`config.mk`:
```
export PLATFORM = sky130hd
export DESIGN_NAME = eight_bit_alu_with_flags
export DESIGN_NICKNAME = d
export VERILOG_FILES = /design/src/rtl/core/alu8f_pkg.sv /design/src/rtl/core/alu8f_core.sv /design/src/rtl/core/eight_bit_alu_with_flags.sv
export VERILOG_INCLUDE_DIRS = /design/src /design/src/rtl/core
export SDC_FILE = /design/constraint.sdc
export NUM_CORES = 1
export LEC_CHECK = 0
export ABC_AREA = 1
export BUFFER_PORTS_ARGS = -buffer_cell sky130_fd_sc_hd__buf_4
export CAP_MARGIN = 0
export CORE_ASPECT_RATIO = 0.75
export CORE_MARGIN = 2
export CORE_UTILIZATION = 66
export CTS_CLUSTER_DIAMETER = 30
export CTS_CLUSTER_SIZE = 30
export DETAILED_ROUTE_END_ITERATION = 6
export PLACE_DENSITY = 0.86
export SETUP_SLACK_MARGIN = 0.02
export SYNTH_ARGS = -nofsm -noshare
export SYNTH_HDL_FRONTEND = slang
export SYNTH_SLANG_ARGS = --single-unit
```
`constraint.sdc`:
```
create_clock -name clk -period 6.85 [get_ports clk]
set_input_delay 1.37 -clock clk [delete_from_list [all_inputs] [get_ports clk]]
set_output_delay 1.37 -clock clk [all_outputs]
set_load 0.1 [all_outputs]
```
`src/rtl/core/eight_bit_alu_with_flags_macros.svh`:
```
// Assertion macros shared by the ALU RTL.
// Compile with NO_ASSERTIONS defined to drop every check.
`ifndef EIGHT_BIT_ALU_WITH_FLAGS_MACROS_SVH
`define EIGHT_BIT_ALU_WITH_FLAGS_MACROS_SVH

`ifndef NO_ASSERTIONS

// Same-cycle implication, disabled while in reset
`define ALU8F_ASSERT_NOW(label, clk, rst, ante, cons) \
  label: assert property (@(posedge clk) disable iff (rst) (ante) |-> (cons)) \
    else $error("ALU assertion failed");

// Next-cycle implication, disabled while in reset
`define ALU8F_ASSERT_NEXT(label, clk, rst, ante, cons) \
  label: assert property (@(posedge clk) disable iff (rst) (ante) |=> (cons)) \
    else $error("ALU assertion failed");

`else

`define ALU8F_ASSERT_NOW(label, clk, rst, ante, cons)
`define ALU8F_ASSERT_NEXT(label, clk, rst, ante, cons)

`endif

`endif

```
`src/rtl/core/alu8f_pkg.sv`:
```
package alu8f_pkg;

  // Operation codes; codes 28 to 31 are unused
  typedef enum logic [4:0] {
    OP_ADD  = 5'd0,
    OP_ADC  = 5'd1,
    OP_SUB  = 5'd2,
    OP_SBC  = 5'd3,
    OP_CP   = 5'd4,
    OP_AND  = 5'd5,
    OP_OR   = 5'd6,
    OP_XOR  = 5'd7,
    OP_INC  = 5'd8,
    OP_DEC  = 5'd9,
    OP_NEG  = 5'd10,
    OP_CPL  = 5'd11,
    OP_DAA  = 5'd12,
    OP_SCF  = 5'd13,
    OP_CCF  = 5'd14,
    OP_RLCA = 5'd15,
    OP_RRCA = 5'd16,
    OP_RLA  = 5'd17,
    OP_RRA  = 5'd18,
    OP_RLC  = 5'd19,
    OP_RRC  = 5'd20,
    OP_RL   = 5'd21,
    OP_RR   = 5'd22,
    OP_SLA  = 5'd23,
    OP_SRA  = 5'd24,
    OP_SRL  = 5'd25,
    OP_SLL  = 5'd26,
    OP_BIT  = 5'd27
  } op_t;

  // Flag byte bit positions
  localparam int unsigned FLAG_S  = 7;
  localparam int unsigned FLAG_Z  = 6;
  localparam int unsigned FLAG_H  = 4;
  localparam int unsigned FLAG_PV = 2;
  localparam int unsigned FLAG_N  = 1;
  localparam int unsigned FLAG_C  = 0;

  // Flag masks
  localparam logic [7:0] MASK_ALL6 = 8'hD7;
  localparam logic [7:0] MASK_INC  = 8'hD6;
  localparam logic [7:0] MASK_HN   = 8'h12;
  localparam logic [7:0] MASK_HNC  = 8'h13;
  localparam logic [7:0] MASK_DAA  = 8'hD5;
  localparam logic [7:0] MASK_BIT  = 8'h56;

  // Decimal adjust constants
  localparam logic [7:0] DAA_LO   = 8'h06;
  localparam logic [7:0] DAA_HI   = 8'h60;
  localparam logic [7:0] DAA_LIM  = 8'h99;

  // Signed-boundary operands for inc and dec overflow
  localparam logic [7:0] INC_OVF  = 8'h7F;
  localparam logic [7:0] DEC_OVF  = 8'h80;

  // One result beat from the core
  typedef struct packed {
    logic [7:0] result;
    logic [7:0] flags;
    logic       writes;
  } res_t;

endpackage

```
`src/rtl/core/alu8f_core.sv`:
```
module alu8f_core (
  input  logic [4:0]        op,
  input  logic [7:0]        a,
  input  logic [7:0]        v,
  input  logic [2:0]        bi,
  input  logic [7:0]        fin,
  output alu8f_pkg::res_t   res
);

  logic       cin;
  logic [7:0] ar_a;
  logic [7:0] ar_b;
  logic       ar_cin;
  logic       ar_sub;
  logic [8:0] add9;
  logic [8:0] sub9;
  logic [4:0] addn;
  logic [4:0] subn;
  logic [7:0] ar_r;
  logic [7:0] ar_f;
  logic [7:0] r;
  logic [7:0] f;
  logic [7:0] mask;
  logic       w;
  logic       t;
  logic [7:0] corr;
  logic       daa_c;
  logic       daa_h;
  logic [3:0] low;

  assign cin = fin[alu8f_pkg::FLAG_C];
  assign low = a[3:0];

  // Pick operands for the shared add/subtract unit
  always_comb begin
    ar_a   = a;
    ar_b   = v;
    ar_cin = 1'b0;
    ar_sub = 1'b0;
    case (alu8f_pkg::op_t'(op))
      alu8f_pkg::OP_ADC: ar_cin = cin;
      alu8f_pkg::OP_SUB, alu8f_pkg::OP_CP: ar_sub = 1'b1;
      alu8f_pkg::OP_SBC: begin
        ar_sub = 1'b1;
        ar_cin = cin;
      end
      alu8f_pkg::OP_NEG: begin
        ar_sub = 1'b1;
        ar_a   = 8'h00;
        ar_b   = a;
      end
      default: ;
    endcase
  end

  // Add and subtract with carry in, plus nibble carries
  assign add9 = {1'b0, ar_a} + {1'b0, ar_b} + {8'h00, ar_cin};
  assign sub9 = {1'b0, ar_a} - {1'b0, ar_b} - {8'h00, ar_cin};
  assign addn = {1'b0, ar_a[3:0]} + {1'b0, ar_b[3:0]} + {4'h0, ar_cin};
  assign subn = {1'b0, ar_a[3:0]} - {1'b0, ar_b[3:0]} - {4'h0, ar_cin};

  // Build arithmetic flags
  always_comb begin
    ar_r = ar_sub ? sub9[7:0] : add9[7:0];
    ar_f = 8'h00;
    ar_f[alu8f_pkg::FLAG_S] = ar_r[7];
    ar_f[alu8f_pkg::FLAG_Z] = (ar_r == 8'h00);
    ar_f[alu8f_pkg::FLAG_N] = ar_sub;
    if (ar_sub) begin
      ar_f[alu8f_pkg::FLAG_H]  = subn[4];
      ar_f[alu8f_pkg::FLAG_PV] = (ar_a[7] ^ ar_b[7]) & (ar_a[7] ^ ar_r[7]);
      ar_f[alu8f_pkg::FLAG_C]  = sub9[8];
    end else begin
      ar_f[alu8f_pkg::FLAG_H]  = addn[4];
      ar_f[alu8f_pkg::FLAG_PV] = ~(ar_a[7] ^ ar_b[7]) & (ar_a[7] ^ ar_r[7]);
      ar_f[alu8f_pkg::FLAG_C]  = add9[8];
    end
  end

  // Decimal adjust correction
  always_comb begin
    corr  = 8'h00;
    daa_c = 1'b0;
    if (cin || (a > alu8f_pkg::DAA_LIM)) begin
      corr  = corr | alu8f_pkg::DAA_HI;
      daa_c = 1'b1;
    end
    if (fin[alu8f_pkg::FLAG_H] || (low > 4'd9)) begin
      corr = corr | alu8f_pkg::DAA_LO;
    end
    if (fin[alu8f_pkg::FLAG_N]) begin
      daa_h = fin[alu8f_pkg::FLAG_H] && (low < 4'd6);
    end else begin
      daa_h = (low > 4'd9);
    end
  end

  // Select value, new flags and flag mask per operation
  always_comb begin
    r    = a;
    f    = fin;
    mask = 8'h00;
    w    = 1'b1;
    t    = 1'b0;
    unique case (alu8f_pkg::op_t'(op))
      alu8f_pkg::OP_ADD, alu8f_pkg::OP_ADC, alu8f_pkg::OP_SUB, alu8f_pkg::OP_SBC,
      alu8f_pkg::OP_NEG: begin
        r    = ar_r;
        f    = ar_f;
        mask = alu8f_pkg::MASK_ALL6;
      end
      alu8f_pkg::OP_CP: begin
        r    = ar_r;
        f    = ar_f;
        mask = alu8f_pkg::MASK_ALL6;
        w    = 1'b0;
      end
      alu8f_pkg::OP_AND, alu8f_pkg::OP_OR, alu8f_pkg::OP_XOR: begin
        case (alu8f_pkg::op_t'(op))
          alu8f_pkg::OP_AND: r = a & v;
          alu8f_pkg::OP_OR:  r = a | v;
          default:           r = a ^ v;
        endcase
        f = 8'h00;
        f[alu8f_pkg::FLAG_S]  = r[7];
        f[alu8f_pkg::FLAG_Z]  = (r == 8'h00);
        f[alu8f_pkg::FLAG_H]  = (alu8f_pkg::op_t'(op) == alu8f_pkg::OP_AND);
        f[alu8f_pkg::FLAG_PV] = ~^r;
        mask = alu8f_pkg::MASK_ALL6;
      end
      alu8f_pkg::OP_INC: begin
        r = v + 8'h01;
        f = 8'h00;
        f[alu8f_pkg::FLAG_S]  = r[7];
        f[alu8f_pkg::FLAG_Z]  = (r == 8'h00);
        f[alu8f_pkg::FLAG_H]  = (r[3:0] == 4'h0);
        f[alu8f_pkg::FLAG_PV] = (v == alu8f_pkg::INC_OVF);
        mask = alu8f_pkg::MASK_INC;
      end
      alu8f_pkg::OP_DEC: begin
        r = v - 8'h01;
        f = 8'h00;
        f[alu8f_pkg::FLAG_S]  = r[7];
        f[alu8f_pkg::FLAG_Z]  = (r == 8'h00);
        f[alu8f_pkg::FLAG_H]  = (r[3:0] == 4'hF);
        f[alu8f_pkg::FLAG_PV] = (v == alu8f_pkg::DEC_OVF);
        f[alu8f_pkg::FLAG_N]  = 1'b1;
        mask = alu8f_pkg::MASK_INC;
      end
      alu8f_pkg::OP_CPL: begin
        r = ~a;
        f = 8'h00;
        f[alu8f_pkg::FLAG_H] = 1'b1;
        f[alu8f_pkg::FLAG_N] = 1'b1;
        mask = alu8f_pkg::MASK_HN;
      end
      alu8f_pkg::OP_DAA: begin
        r = fin[alu8f_pkg::FLAG_N] ? (a - corr) : (a + corr);
        f = 8'h00;
        f[alu8f_pkg::FLAG_S]  = r[7];
        f[alu8f_pkg::FLAG_Z]  = (r == 8'h00);
        f[alu8f_pkg::FLAG_H]  = daa_h;
        f[alu8f_pkg::FLAG_PV] = ~^r;
        f[alu8f_pkg::FLAG_C]  = daa_c;
        mask = alu8f_pkg::MASK_DAA;
      end
      alu8f_pkg::OP_SCF: begin
        f = 8'h00;
        f[alu8f_pkg::FLAG_C] = 1'b1;
        mask = alu8f_pkg::MASK_HNC;
        w    = 1'b0;
      end
      alu8f_pkg::OP_CCF: begin
        f = 8'h00;
        f[alu8f_pkg::FLAG_H] = cin;
        f[alu8f_pkg::FLAG_C] = ~cin;
        mask = alu8f_pkg::MASK_HNC;
        w    = 1'b0;
      end
      alu8f_pkg::OP_RLCA, alu8f_pkg::OP_RRCA, alu8f_pkg::OP_RLA, alu8f_pkg::OP_RRA: begin
        case (alu8f_pkg::op_t'(op))
          alu8f_pkg::OP_RLCA: r = {a[6:0], a[7]};
          alu8f_pkg::OP_RRCA: r = {a[0], a[7:1]};
          alu8f_pkg::OP_RLA:  r = {a[6:0], cin};
          default:            r = {cin, a[7:1]};
        endcase
        t = ((alu8f_pkg::op_t'(op) == alu8f_pkg::OP_RLCA) ||
             (alu8f_pkg::op_t'(op) == alu8f_pkg::OP_RLA)) ? a[7] : a[0];
        f = 8'h00;
        f[alu8f_pkg::FLAG_C] = t;
        mask = alu8f_pkg::MASK_HNC;
      end
      alu8f_pkg::OP_RLC, alu8f_pkg::OP_RRC, alu8f_pkg::OP_RL, alu8f_pkg::OP_RR,
      alu8f_pkg::OP_SLA, alu8f_pkg::OP_SRA, alu8f_pkg::OP_SRL, alu8f_pkg::OP_SLL: begin
        case (alu8f_pkg::op_t'(op))
          alu8f_pkg::OP_RLC: begin r = {v[6:0], v[7]};  t = v[7]; end
          alu8f_pkg::OP_RRC: begin r = {v[0], v[7:1]};  t = v[0]; end
          alu8f_pkg::OP_RL:  begin r = {v[6:0], cin};   t = v[7]; end
          alu8f_pkg::OP_RR:  begin r = {cin, v[7:1]};   t = v[0]; end
          alu8f_pkg::OP_SLA: begin r = {v[6:0], 1'b0};  t = v[7]; end
          alu8f_pkg::OP_SRA: begin r = {v[7], v[7:1]};  t = v[0]; end
          alu8f_pkg::OP_SRL: begin r = {1'b0, v[7:1]};  t = v[0]; end
          default:           begin r = {v[6:0], 1'b1};  t = v[7]; end
        endcase
        f = 8'h00;
        f[alu8f_pkg::FLAG_S]  = r[7];
        f[alu8f_pkg::FLAG_Z]  = (r == 8'h00);
        f[alu8f_pkg::FLAG_PV] = ~^r;
        f[alu8f_pkg::FLAG_C]  = t;
        mask = alu8f_pkg::MASK_ALL6;
      end
      alu8f_pkg::OP_BIT: begin
        r = v;
        t = ~v[bi];
        f = 8'h00;
        f[alu8f_pkg::FLAG_Z]  = t;
        f[alu8f_pkg::FLAG_PV] = t;
        f[alu8f_pkg::FLAG_H]  = 1'b1;
        mask = alu8f_pkg::MASK_BIT;
        w    = 1'b0;
      end
      default: begin
        w = 1'b0;
      end
    endcase
  end

  // Merge defined flag bits over the incoming flag byte
  assign res.result = r;
  assign res.flags  = (fin & ~mask) | (f & mask);
  assign res.writes = w;

endmodule

```
`src/rtl/core/eight_bit_alu_with_flags.sv`:
```
// Eight-bit ALU with flag byte. Pulse start with opcode, accumulator, operand,
// bit_index and flags_in; the beat is taken whenever busy is low, and busy is
// high only while rst is asserted, so one beat may be issued every cycle.
// Each beat passes through the input register, then the result register, and
// comes back on result, flags_out and writes_result, marked by a one-cycle done
// pulse, in issue order. The receiver cannot stall: a result must be captured
// in the cycle done is high, since the next beat may replace it.
`include "eight_bit_alu_with_flags_macros.svh"

module eight_bit_alu_with_flags (
  input  logic       clk,
  input  logic       rst,
  input  logic       start,
  output logic       busy,
  input  logic [4:0] opcode,
  input  logic [7:0] accumulator,
  input  logic [7:0] operand,
  input  logic [2:0] bit_index,
  input  logic [7:0] flags_in,
  output logic       done,
  output logic [7:0] result,
  output logic [7:0] flags_out,
  output logic       writes_result
);

  logic            stage_valid;
  logic [4:0]      stage_op;
  logic [7:0]      stage_a;
  logic [7:0]      stage_v;
  logic [2:0]      stage_bi;
  logic [7:0]      stage_flags;
  alu8f_pkg::res_t core_res;
  logic            accept;

  // Hold off beats only during reset
  assign busy   = rst;
  assign accept = start && !busy;

  // Advance the valid bits
  always_ff @(posedge clk) begin
    if (rst) begin
      stage_valid <= 1'b0;
      done        <= 1'b0;
    end else begin
      stage_valid <= accept;
      done        <= stage_valid;
    end
  end

  // Capture the input beat
  always_ff @(posedge clk) begin
    if (accept) begin
      stage_op    <= opcode;
      stage_a     <= accumulator;
      stage_v     <= operand;
      stage_bi    <= bit_index;
      stage_flags <= flags_in;
    end
  end

  alu8f_core u_core (
    .op  (stage_op),
    .a   (stage_a),
    .v   (stage_v),
    .bi  (stage_bi),
    .fin (stage_flags),
    .res (core_res)
  );

  // Register the result beat
  always_ff @(posedge clk) begin
    if (stage_valid) begin
      result        <= core_res.result;
      flags_out     <= core_res.flags;
      writes_result <= core_res.writes;
    end
  end

  `ALU8F_ASSERT_NEXT(a_accept_to_stage, clk, rst, accept, stage_valid)
  `ALU8F_ASSERT_NEXT(a_stage_to_done, clk, rst, stage_valid, done)
  `ALU8F_ASSERT_NOW(a_done_has_source, clk, rst, done, $past(stage_valid))
  `ALU8F_ASSERT_NOW(a_no_write_cmp, clk, rst, done && ($past(stage_op) == alu8f_pkg::OP_CP || $past(stage_op) == alu8f_pkg::OP_BIT || $past(stage_op) == alu8f_pkg::OP_SCF || $past(stage_op) == alu8f_pkg::OP_CCF), !writes_result)
  `ALU8F_ASSERT_NOW(a_unused_passes_flags, clk, rst, done && ($past(stage_op) > 5'(alu8f_pkg::OP_BIT)), flags_out == $past(stage_flags) && !writes_result)

endmodule

```
After elaboration in Yosys (flattened, before gate mapping). Index checks and enable logic that the tools add are counted.

Bits in registers: 51. Input port bits: 35. Output and inout port bits: 19. Logic and storage cells: 125.

Add/sub/neg operators: 12. $lt $le $gt $ge: 4. Eq/ne operators: 30. Mux-type cells: 26. Bitwise gates (word level): 15. Reduce and logical (&&, ||, !) cells: 28.

Operators with widths (number): $pmux W8 S11 (1); $pmux W8 S9 (1); $eq A5 B5 Y1 const B (12); $pmux W8 S7 (1); $logic_not A8 Y1 (6); $mux W8 (6); $pmux W8 S6 (1); $eq A5 B4 Y1 const B (8); $and A8 B8 Y8 (3); $pmux W8 S3 (1); $reduce_or A24 Y1 (1); $reduce_xnor A8 Y1 (3); $eq A5 B3 Y1 const B (4); $reduce_or A17 Y1 (1); $not A8 Y8 (2); $or A8 B8 Y8 (2); $pmux W8 S2 (1); $reduce_or A4 Y1 (3); $reduce_or A6 Y1 (2); $mux W1 (11); $eq A5 B2 Y1 const B (2); $add A8 B8 Y9 (1); $add A9 B1 Y9 (1); $sub A8 B8 Y9 (1); 32 further kinds (40).

Depth between registers and ports, before layout. Gate-level depths: netlist of the first run.

Depth after elaboration: 11. Gate-level depth with buffers: 23.

Hierarchy. Synthesis of the first run repeated with hierarchy kept, for this count alone.

Cell total of the unflattened synthesis: 770. Area, all modules: 5481.5 sq um.

Modules (own cells, without submodules): alu8f_core (instances 1, cells each 713, area each 3943.8 sq um, sequential area each 0.0 sq um); eight_bit_alu_with_flags (instances 1, cells each 57, area each 1537.7 sq um, sequential area each 1511.4 sq um).

Least setup slack after synthesis of the first run. Ideal clock, no wire load.

Path type: register to register. Start: register stage_a[2]. End: register flags_out[2], data pin. Library setup time: 0.263 ns. Data arrival time: 3.160 ns. Required time: 6.587 ns. Slack: 3.427 ns. Stages on the path, launching flop included: 22. Buffers on the path: 0. Clock period less this slack: 3.423 ns. Path through: edfxtp_1 o21ai_0 inv_1 nor2_1 inv_1 ha_1 inv_1 o21ai_0 ha_1 nand2_1 inv_1 a21boi_0 nand2_1 nand2_1 nand2_1 ha_1 xnor2_1 inv_1 o21ai_0 nand3_1 nor3_1 nand3_1.

RTL lines: start, declared (RTL line eight_bit_alu_with_flags.sv:28) `logic [7:0] stage_a;`; start signal, assigned (RTL line eight_bit_alu_with_flags.sv:54) `stage_a <= accumulator;`; end signal, assigned (RTL line eight_bit_alu_with_flags.sv:74) `flags_out <= core_res.flags;`; end, declared (RTL line eight_bit_alu_with_flags.sv:22) `output logic [7:0] flags_out,`.

==> impl_metrics.ini, run 1 <==
[outcome]
status = complete, but fails checks
violations = design-rule violations

[routing]
drtAntennaViolNets = 0
drt_iter0_drc = 886
wl_per_cell_um = 20.37
wirelength_mm = 18.76
num_vias = 5938
routed_via_density = 6.447
drc_errors = 1
firstDrtPassIters = 7

[pwr]
ir_drop_mv = 0.1439
swShare_pct = 43.98
p_leak_nw = 2.992
power_frac_comb_pct = 47.0
netSwitchingPower_mw = 0.5464
p_per_area_mw_per_mm2 = 199.6
pwr-share-clk_pct = 20.0
p_int_mw = 0.6959
p_seq_share_pct = 33.1

[clocking]
cts_root_buf = clkbuf_16
cts.htree.levels = 2
cts_buffer_depth = 2
hold_buffers = 0
postCtsResizedCells = 0
post_cts_buffers = 0
cts_buffers = 5
clock_latency_ns = 0.30
cts_tree = yes
cts_num_sinks = 51
clk_pin_slew_ns = 0.07

[die]
row_count = 29
io_pins = 54
fp.dieW_um = 110.6
fp.dieH_um = 83.92
dieArea_sq_mm = 0.009277
start_util_pct = 67.35
core_area_sq_mm = 0.008346

[timing]
fin_crit_sh_pct = 63.90
tns_ns = 0
rsz0062_at_grt = false
max-slew-margin-rel_pct = 47.15
fmax_mhz = 228.5
fin_crit_ns = 4.377
worst_pin_slew_ns = 0.7867
setup_viol = 0
final_hold_viol_count = 0
slew_viol_final = 0
fin_skew_ns = 0.006447
whs_ns = 0.4203

[layout]
fillCellCount = 647
antenna_cells = 0
multi_input_area_sq_mm = 0.003587
drive_above_1_share_pct = 14.15
seq_area_sq_mm = 0.001511
area_growth_pct = 10.73
fin_nets = 913

[synthesis]
async_flop_share_pct = 0
synth.cell_area_sq_mm = 0.005620
synth_nets = 867
ys.flop_type = edfxtp_1
ys_seq_elements = 51
ys_seq_area_share_pct = 26.89
ys_types = 49
synthCells = 766
synth_edf_count = 49
syn_area_per_cell_sq_um = 7.337
yosysWarnings = 0

[worst_setup_path]
crit_path_end_kind = flop
critPathKind = flop to flop
start_kind = flop
crit_path_max_fanout = 7
cp.arrival_ns = 4.41
crit_required_ns = 6.88
crit_end = flags_out[2]
r2r_cells = 21
rrSetupSlack_ns = 2.47
r2r_end = flags_out[2]
crit_path_start = stage_a[2]
regToRegStartpoint = stage_a[2]

[global_routing]
gr-usage-met2_pct = 61.46
grt_usage_pct = 40.63
grt-ovfl-total = 0
antenna_found_initial = 0
grt_max_degree = 33
first_global_vias = 5567
grt_first_pass_wirelength_mm = 29.22
grt_util_met3_pct = 14.02
grt_busiest_layer = met2
met1_usage_pct = 53.44

[placed_design]
port_buffers = 53
hpwl_mm = 14.82
gp_congestion = 1.061

[hold_path]
hp-class = flop to flop

[flow_run]
cap_violations = 0
==> layout by cell type (no fill, tap or decap), types with 3 or more instances in the layout <==
cell	count
o221ai_1	4
xor2_1	13
o21bai_1	4
inv_2	11
inv_1	105
a21oi_1	31
a31oi_1	3
nand2_4	6
nand3_1	65
nand2_1	137
nor2_1	88
nor4_1	3
buf_4	54
o21ai_2	3
fa_1	4
edfxtp_1	49
ha_1	62
nor2_4	9
clkbuf_16	5
xnor2_1	8
nand3_2	5
o22ai_1	5
or2_2	4
nor2_2	6
o21ai_0	59
nor3_1	6
o211ai_1	10
nand4_1	23
==> flip-flops by register name (all words and copies together), names as in the netlist <==
signal and cells:
stage_op 5, stage_flags 8, done 1, stage_a 8, flags_out 8, stage_bi 3, stage_v 8, result 8
writes_result 1, stage_valid 1
==> through the flow <==
| stage | setup slack [ns] | util, % | cell area [sq um] | instances | total power, mW |
|---|---|---|---|---|---|
| after detailed placement | 2.681 | 72.83 | 6078 | 913 | 0.9762 |
| after global routing | 2.202 | 74.57 | 6223 | 921 | 1.300 |
| after floorplan | 3.427 | - | 5620 | 766 | 0.8281 |
| after CTS | 2.611 | 74.57 | 6223 | 921 | 1.219 |
| after global placement | 2.965 | 72.83 | 6078 | 913 | 0.9540 |
| final | 2.473 | 74.57 | 6223 | 921 | 1.242 |
==> layer usage <==
metal,vias up,share of wire (%)
met1,2701,39
met3,77,14
met2,496,42
met4,0,4.3
li1,2664,-
met5,-,0
==> cell usage after synthesis (10+ instances only) <==
master	count	area (sq um)
xor2_1	13	113.9
nor2_1	89	334.1
nand3_1	65	325.3
nand4_1	23	143.9
o21ai_0	59	295.3
o211ai_1	10	75.07
edfxtp_1	49	1471
a21oi_1	31	155.2
ha_1	62	775.7
inv_2	11	41.29
nand2_1	137	514.2
inv_1	105	394.1
==> worst min path at each step <==
| stage | startpoint | end | cells past startpoint |
|---|---|---|---|
| finish | stage_flags[3] | flags_out[3] | 0 |
| global route | stage_flags[3] | flags_out[3] | 0 |
| CTS | stage_flags[3] | flags_out[3] | 0 |
| detailed placement | stage_flags[3] | flags_out[3] | 0 |
| global placement | stage_flags[5] | flags_out[5] | 0 |
| floorplan | stage_flags[3] | flags_out[3] | 0 |
==> worst max-delay path, cell delays in order (launching register included) <==
cell	delay [ns]
edfxtp_1	0.52
o21ai_0	0.30
inv_1	0.10
nor2_1	0.22
inv_1	0.12
ha_1	0.29
inv_1	0.05
o21ai_0	0.16
ha_1	0.29
nand2_1	0.08
inv_1	0.06
a21boi_0	0.25
nand2_1	0.12
nand2_1	0.11
nand2_1	0.07
ha_1	0.30
xnor2_1	0.18
inv_1	0.08
o21ai_0	0.26
nand3_1	0.14
nor3_1	0.29
nand3_1	0.13
==> cell type report <==
class,count,share of cell area [%]
clock buffers,5,2.010
clock inverters,3,0.3217
inverters,117,7.057
multi-input cells,583,57.64
flip-flops and latches,51,24.29
well taps,108,2.171
repair buffers,54,6.514
==> power groups by stage <==
stage / sequential, mW / combinational, mW / clock [mW]
2_1_floorplan: 0.485 / 0.343 / 0
3_5_place_dp: 0.415 / 0.561 / 0
6_report: 0.411 / 0.584 / 0.248
3_3_place_gp: 0.414 / 0.540 / 0
4_1_cts: 0.409 / 0.564 / 0.246
5_1_grt: 0.412 / 0.630 / 0.257
==> cells by family (layout without fill, tap and decap cells) <==
logic type	after synthesis	after routing	synth area share (%)
compound gates	132	132	13.74
xor+xnor	21	21	3.273
fa+ha+maj	66	66	15.23
buf+inv	132	179	9.328
flops	51	51	26.89
simple gates	364	364	31.54
Power figures use the tool's default switching activity.
==> run 2: changes to the inputs <==
--- a/config.mk
+++ b/config.mk
@@ -11,11 +11,11 @@
 export CAP_MARGIN = 0
 export CORE_ASPECT_RATIO = 0.75
 export CORE_MARGIN = 2
-export CORE_UTILIZATION = 66
+export CORE_UTILIZATION = 55
 export CTS_CLUSTER_DIAMETER = 30
 export CTS_CLUSTER_SIZE = 30
 export DETAILED_ROUTE_END_ITERATION = 6
-export PLACE_DENSITY = 0.86
+export PLACE_DENSITY = 0.76
 export SETUP_SLACK_MARGIN = 0.02
 export SYNTH_ARGS = -nofsm -noshare
 export SYNTH_HDL_FRONTEND = slang
==> constraint.sdc (replaced) <==
create_clock -name clk -period 3.5 [get_ports clk]
set_input_delay 0.7 -clock clk [delete_from_list [all_inputs] [get_ports clk]]
set_output_delay 0.7 -clock clk [all_outputs]
set_load 0.1 [all_outputs]
==> impl_metrics.ini, run 2 (synthesis results as in run 1) <==
[placed_design]
gp_congestion = 1.117
port_buffers = 53
hpwl_mm = 15.08

[global_routing]
grt_max_degree = 33
first_global_vias = 5707
grt-ovfl-total = 0
grt_first_pass_wirelength_mm = 29.70
antenna_found_initial = 0
grt_usage_pct = 34.99

[die]
start_util_pct = 57.27
dieArea_sq_mm = 0.01105
io_pins = 54
row_count = 31
fp.dieW_um = 120.7
core_area_sq_mm = 0.009813
fp.dieH_um = 91.55

[layout]
drive_above_1_share_pct = 20.16
layout_common_cells = nand2_1 (136), inv_1 (102), buf_4 (99), nor2_1 (87), nand3_1 (65)
area_growth_pct = 18.83
fillCellCount = 825
fin_nets = 958
layout_commonest_cell = nand2_1
antenna_cells = 0

[worst_setup_path]
crit_path_end_kind = flop
critical-path-max-stage-delay_ns = 0.38
crit_buf_inv = 4
start_kind = flop
critical_path.slowest_cell = edfxtp_1
crit_chain = o21ai_2 -> o211ai_1 -> nand2_1 -> nand2_1 -> inv_2 -> ha_4 -> inv_2 -> o21ai_4 -> ha_4 -> nand2_2 -> inv_1 -> nand4_1 -> o211ai_1 -> xnor2_1 -> ha_1 -> xnor2_1 -> inv_1 -> o21ai_2 -> nand3_1 -> nor3_2 -> nand3_1
crit_required_ns = 3.54
crit_family = adder cells
crit_path_max_fanout = 4
critPathKind = flop to flop
cp.arrival_ns = 3.55

[pwr]
ir_drop_mv = 0.2290
p_per_area_mw_per_mm2 = 388.4
p_leak_nw = 3.225
p_total_mw = 2.594

[hold_path]
hp-class = flop to flop

[timing]
slew_viol_final = 0
fmax_mhz = 284.7
setup_viol = 1
fin_crit_sh_pct = 100.4
final_hold_viol_count = 0
worst_pin_slew_ns = 0.6671
fin_skew_ns = 0.009566
whs_ns = 0.4275
rsz0062_at_grt = true
fin_crit_ns = 3.513
max-slew-margin-rel_pct = 55.46
layout_setup_ws_ns = -0.01307

[routing]
wl_per_cell_um = 19.02
drtAntennaViolNets = 0
firstDrtPassIters = 6
num_vias = 5934
wirelength_mm = 18.83
drt_iter0_drc = 677
routed_via_density = 5.994
drc_errors = 0

[outcome]
status = complete, but fails checks
violations = negative setup slack

[clocking]
cts_tree = yes
cts.htree.levels = 2
cts_num_sinks = 51
clk_pin_slew_ns = 0.07
cts_buffers = 5
clock_latency_ns = 0.30
cts_root_buf = clkbuf_16
cts_buffer_depth = 2

[flow_run]
cap_violations = 0
==> run 2: area by class of cell <==
type	count	area, sq um	share of cell area, %
clock inverter	3	46.29	0.6931
inverter	117	439.2	6.575
tap	132	165.2	2.473
clock buffer	5	125.1	1.873
sequential	51	1511	22.63
multi-input combinational	583	3649	54.63
timing repair buffer	99	743.2	11.13
==> run 2: routing by layer <==
layer	up-vias	track usage (%)	share of wire, %
li1	2753	-	-
met1	2710	48.24	41
met2	408	52.40	42
met3	63	9.234	13
met4	0	13.18	3.8
met5	-	0	0
==> run 2: report_power, final <==
| group | switching, mW | internal [mW] | leakage, nW | total (mW) |
|---|---|---|---|---|
| Clock | 0.216 | 0.340 | 0.0804 | 0.556 |
| Combinational | 0.833 | 0.433 | 2.67 | 1.27 |
| Sequential | 0.0366 | 0.736 | 0.475 | 0.773 |
==> run 2: worst paths after layout <==
check | from | end | slack (ns) | cells after the start
worst max-delay path | stage_a[3] | flags_out[2] | -0.01 | 21
worst min-delay path | stage_flags[3] | flags_out[3] | 0.43 | 0
worst max register to register | stage_a[3] | flags_out[2] | -0.01 | 21
worst min register to register | stage_flags[3] | flags_out[3] | 0.43 | 0
==> run 2: stage by stage <==
stage               TNS (ns)  setup slack (ns)  instance area [sq um]  cells  util (%)
finish              -0.01307          -0.01307                   6679    990     68.06
global route         -0.1958           -0.1958                   6679    990     68.06
CTS                        0           0.02491                   6619    986     67.45
detailed placement   -0.4611           -0.4611                   6409    977     65.31
global placement     -0.1525           -0.1525                   6409    977     65.31
floorplan                  0           0.07722                   5620    766         -
==> run 2: worst register-to-register path, stage by stage (launching register included) <==
cell and delay [ns]:
edfxtp_1 0.38, o21ai_2 0.08, o211ai_1 0.21, nand2_1 0.09
nand2_1 0.08, inv_2 0.06, ha_4 0.26, inv_2 0.04
o21ai_4 0.16, ha_4 0.24, nand2_2 0.07, inv_1 0.05
nand4_1 0.10, o211ai_1 0.14, xnor2_1 0.23, ha_1 0.28
xnor2_1 0.17, inv_1 0.10, o21ai_2 0.18, nand3_1 0.11
nor3_2 0.12, nand3_1 0.10
==> run 2: repair_timing <==
item | in CTS | in global routing
resized for setup | 11 | 9
hold buffers | 0 | 0
pin swaps | 12 | 8
setup endpoints to repair | 1 | 5
buffers inserted | 1 | 4
endpoints found under the hold margin | 0 | 0
==> run 3: changes to the inputs <==
--- a/config.mk
+++ b/config.mk
@@ -19,4 +19,5 @@
 export SETUP_SLACK_MARGIN = 0.02
 export SYNTH_ARGS = -nofsm -noshare
 export SYNTH_HDL_FRONTEND = slang
+export SYNTH_HIERARCHICAL = 1
 export SYNTH_SLANG_ARGS = --single-unit
==> impl_metrics.ini, run 3 <==
[outcome]
status = complete, but fails checks
violations = design-rule violations, negative setup slack

[routing]
wirelength_mm = 18.74
wl_per_cell_um = 18.90
firstDrtPassIters = 7
drt_iter0_drc = 955
routed_via_density = 6.021
drtAntennaViolNets = 0
drc_errors = 20
num_vias = 5973

[synthesis]
synth_nets = 871
yosys-top-cells-count = nand2_1 (173), inv_1 (95), nor2_1 (91)
synth_edf_count = 49
synthTopCellsByArea = edfxtp_1 (27%), ha_1 (14%), nand2_1 (12%)
async_flop_share_pct = 0
synth_top_area_share_pct = 26.84
syn_area_per_cell_sq_um = 7.119
ys_seq_area_share_pct = 27.57
synth_most_common_cell = nand2_1
synthCells = 770
ys.flop_type = edfxtp_1
synth.cell_area_sq_mm = 0.005482
ys_seq_elements = 51
synth_top_area_cell = edfxtp_1
yosysWarnings = 6
ys_types = 47

[hold_path]
min_to = flags_out[3]
holdCritStartpoint = stage_flags[3]
hp-class = flop to flop
min_path_cells = 0

[layout]
fillCellCount = 820
fin_cells = 992
antenna_cells = 0
layout_common_cells = nand2_1 (170), buf_4 (103), inv_1 (93), nor2_1 (88), ha_1 (56)
area_growth_pct = 20.22
drive_above_1_share_pct = 19.19
final_util_pct = 68.23
fin_nets = 960
layout_commonest_cell = nand2_1

[timing]
tns_ns = -0.01513
max-slew-margin-rel_pct = 52.17
final_hold_viol_count = 0
rsz0062_at_grt = true
setup_viol = 1
fin_skew_ns = 0.009860
layout_setup_ws_ns = -0.01513
worst_pin_slew_ns = 0.7165
fin_crit_ns = 3.515
fmax_mhz = 284.5
fin_crit_sh_pct = 100.4
slew_viol_final = 0

[clocking]
clk_pin_slew_ns = 0.07
cts_buffer_depth = 2
cts.htree.levels = 2
clock_latency_ns = 0.30
cts_tree = yes
cts_buffers = 5
hold_buffers = 0
cts_root_buf = clkbuf_16
cts_num_sinks = 51

[worst_setup_path]
regToRegStartpoint = stage_a[3]
cp.arrival_ns = 3.56
crit_path_max_fanout = 3
start_kind = flop
crit_path_end_kind = flop
rrSetupSlack_ns = -0.02
critPathKind = flop to flop
crit_required_ns = 3.54
r2r_cells = 21
r2r_end = flags_out[2]

[global_routing]
grt-ovfl-total = 0
antenna_found_initial = 1
grt_first_pass_wirelength_mm = 28.76
grt_usage_pct = 34.39
grt_max_degree = 33
first_global_vias = 5526

[die]
io_pins = 54
fp.dieH_um = 90.46
fp.dieW_um = 119.3
dieArea_sq_mm = 0.01079
core_area_sq_mm = 0.009658
start_util_pct = 56.76
row_count = 31

[pwr]
p_total_mw = 2.553
p_per_area_mw_per_mm2 = 387.3
ir_drop_mv = 0.2272
p_leak_nw = 3.089

[placed_design]
port_buffers = 53
gp_congestion = 1.030
hpwl_mm = 14.77
place_inst = 979

[flow_run]
cap_violations = 0
[run 3: cell types whose count changed after synthesis, sizes merged, moves of 3 or more]
cell | previous run | this run
buf | 8 | 11
clkbuf | 7 | 10
inv | 116 | 103
nand2 | 145 | 178
nand3 | 72 | 51
nor2 | 105 | 99
nor3 | 7 | 11
o2111ai | 2 | 8
o21ai | 65 | 56
o221ai | 4 | 0
xnor2 | 8 | 12
[run 3: cell type report]
cell class	instances	area [sq um]	share of cell area, %
Multi-Input combinational cell	593	3597	54.59
Sequential cell	51	1511	22.94
Timing Repair Buffer	103	773.2	11.73
Inverter	105	394.1	5.981
Tap cell	132	165.2	2.506
Clock buffer	5	125.1	1.899
Clock inverter	3	23.77	0.3607
[run 3: per-stage QoR]
step           hold WS (ns)  instance area (sq um)  setup slack, ns
3_5_place_dp         0.4062                   6275         -0.05222
4_1_cts              0.4234                   6426          0.04294
2_1_floorplan        0.4899                   5482           0.2012
3_3_place_gp         0.4031                   6275           0.1302
6_report             0.4209                   6590         -0.01513
5_1_grt              0.4403                   6590          -0.1673
[run 3: worst max-delay path by stage]
stage	slack (ns)	endpoint	from	depth (start not counted)
finish	-0.02	flags_out[2]	stage_a[3]	21
CTS	0.04	flags_out[2]	stage_a[3]	22
global route	-0.17	flags_out[2]	stage_a[1]	21
detailed placement	-0.05	flags_out[2]	stage_a[3]	22
floorplan	0.20	flags_out[2]	stage_a[1]	21
global placement	0.13	flags_out[2]	stage_a[2]	22
[run 3: critical path, stage by stage, from the launching register on]
cell and delay, ns:
edfxtp_1 0.39, o21ai_2 0.08, o211ai_1 0.18, nand2_1 0.07
nand2_1 0.07, inv_2 0.04, ha_1 0.17, o21ai_0 0.17
ha_1 0.31, a21oi_1 0.25, o31a_1 0.25, nand3b_1 0.16
nand2_2 0.12, ha_4 0.20, xnor2_2 0.16, a21oi_2 0.07
o21ai_1 0.09, nand3_1 0.10, nor2_2 0.17, nand2_1 0.08
inv_2 0.05, a21oi_1 0.06
[run 3: cells by family (layout without fill, tap and decap cells)]
kind of cell / after synthesis / count (layout) / share of synthesized area (%)
xor gates and xnor gates: 25 / 25 / 3.995
and+or+nand+nor: 376 / 376 / 30.22
buffers and inverters: 126 / 216 / 9.199
DFF: 51 / 51 / 27.57
AOI/OAI and AO/OA: 126 / 126 / 13.40
adders and majority gates: 66 / 66 / 15.61
[run 3: report_power, final]
| part | internal (mW) | leakage, nW | switching [mW] | total [mW] |
|---|---|---|---|---|
| clock network | 0.267 | 0.0664 | 0.223 | 0.490 |
| logic | 0.458 | 2.55 | 0.831 | 1.29 |
| registers | 0.737 | 0.475 | 0.0371 | 0.774 |
| total | 1.46 | 3.09 | 1.09 | 2.55 |
[run 3: layer usage]
layer,share of wire (%),wire [um],GRT usage [%],vias to the layer above
met4,2.6,483,9.524,0
met1,41,7762,48.87,2748
met2,43,8103,52.20,407
met5,0,0,0,-
met3,13,2395,8.270,51
li1,-,-,-,2767
[run 3: what timing repair did]
| item | CTS | global route |
|---|---|---|
| pin swaps | 0 | 10 |
| setup buffers | 0 | 5 |
| gates resized for setup | 3 | 28 |
| endpoints found under the setup margin | 1 | 7 |
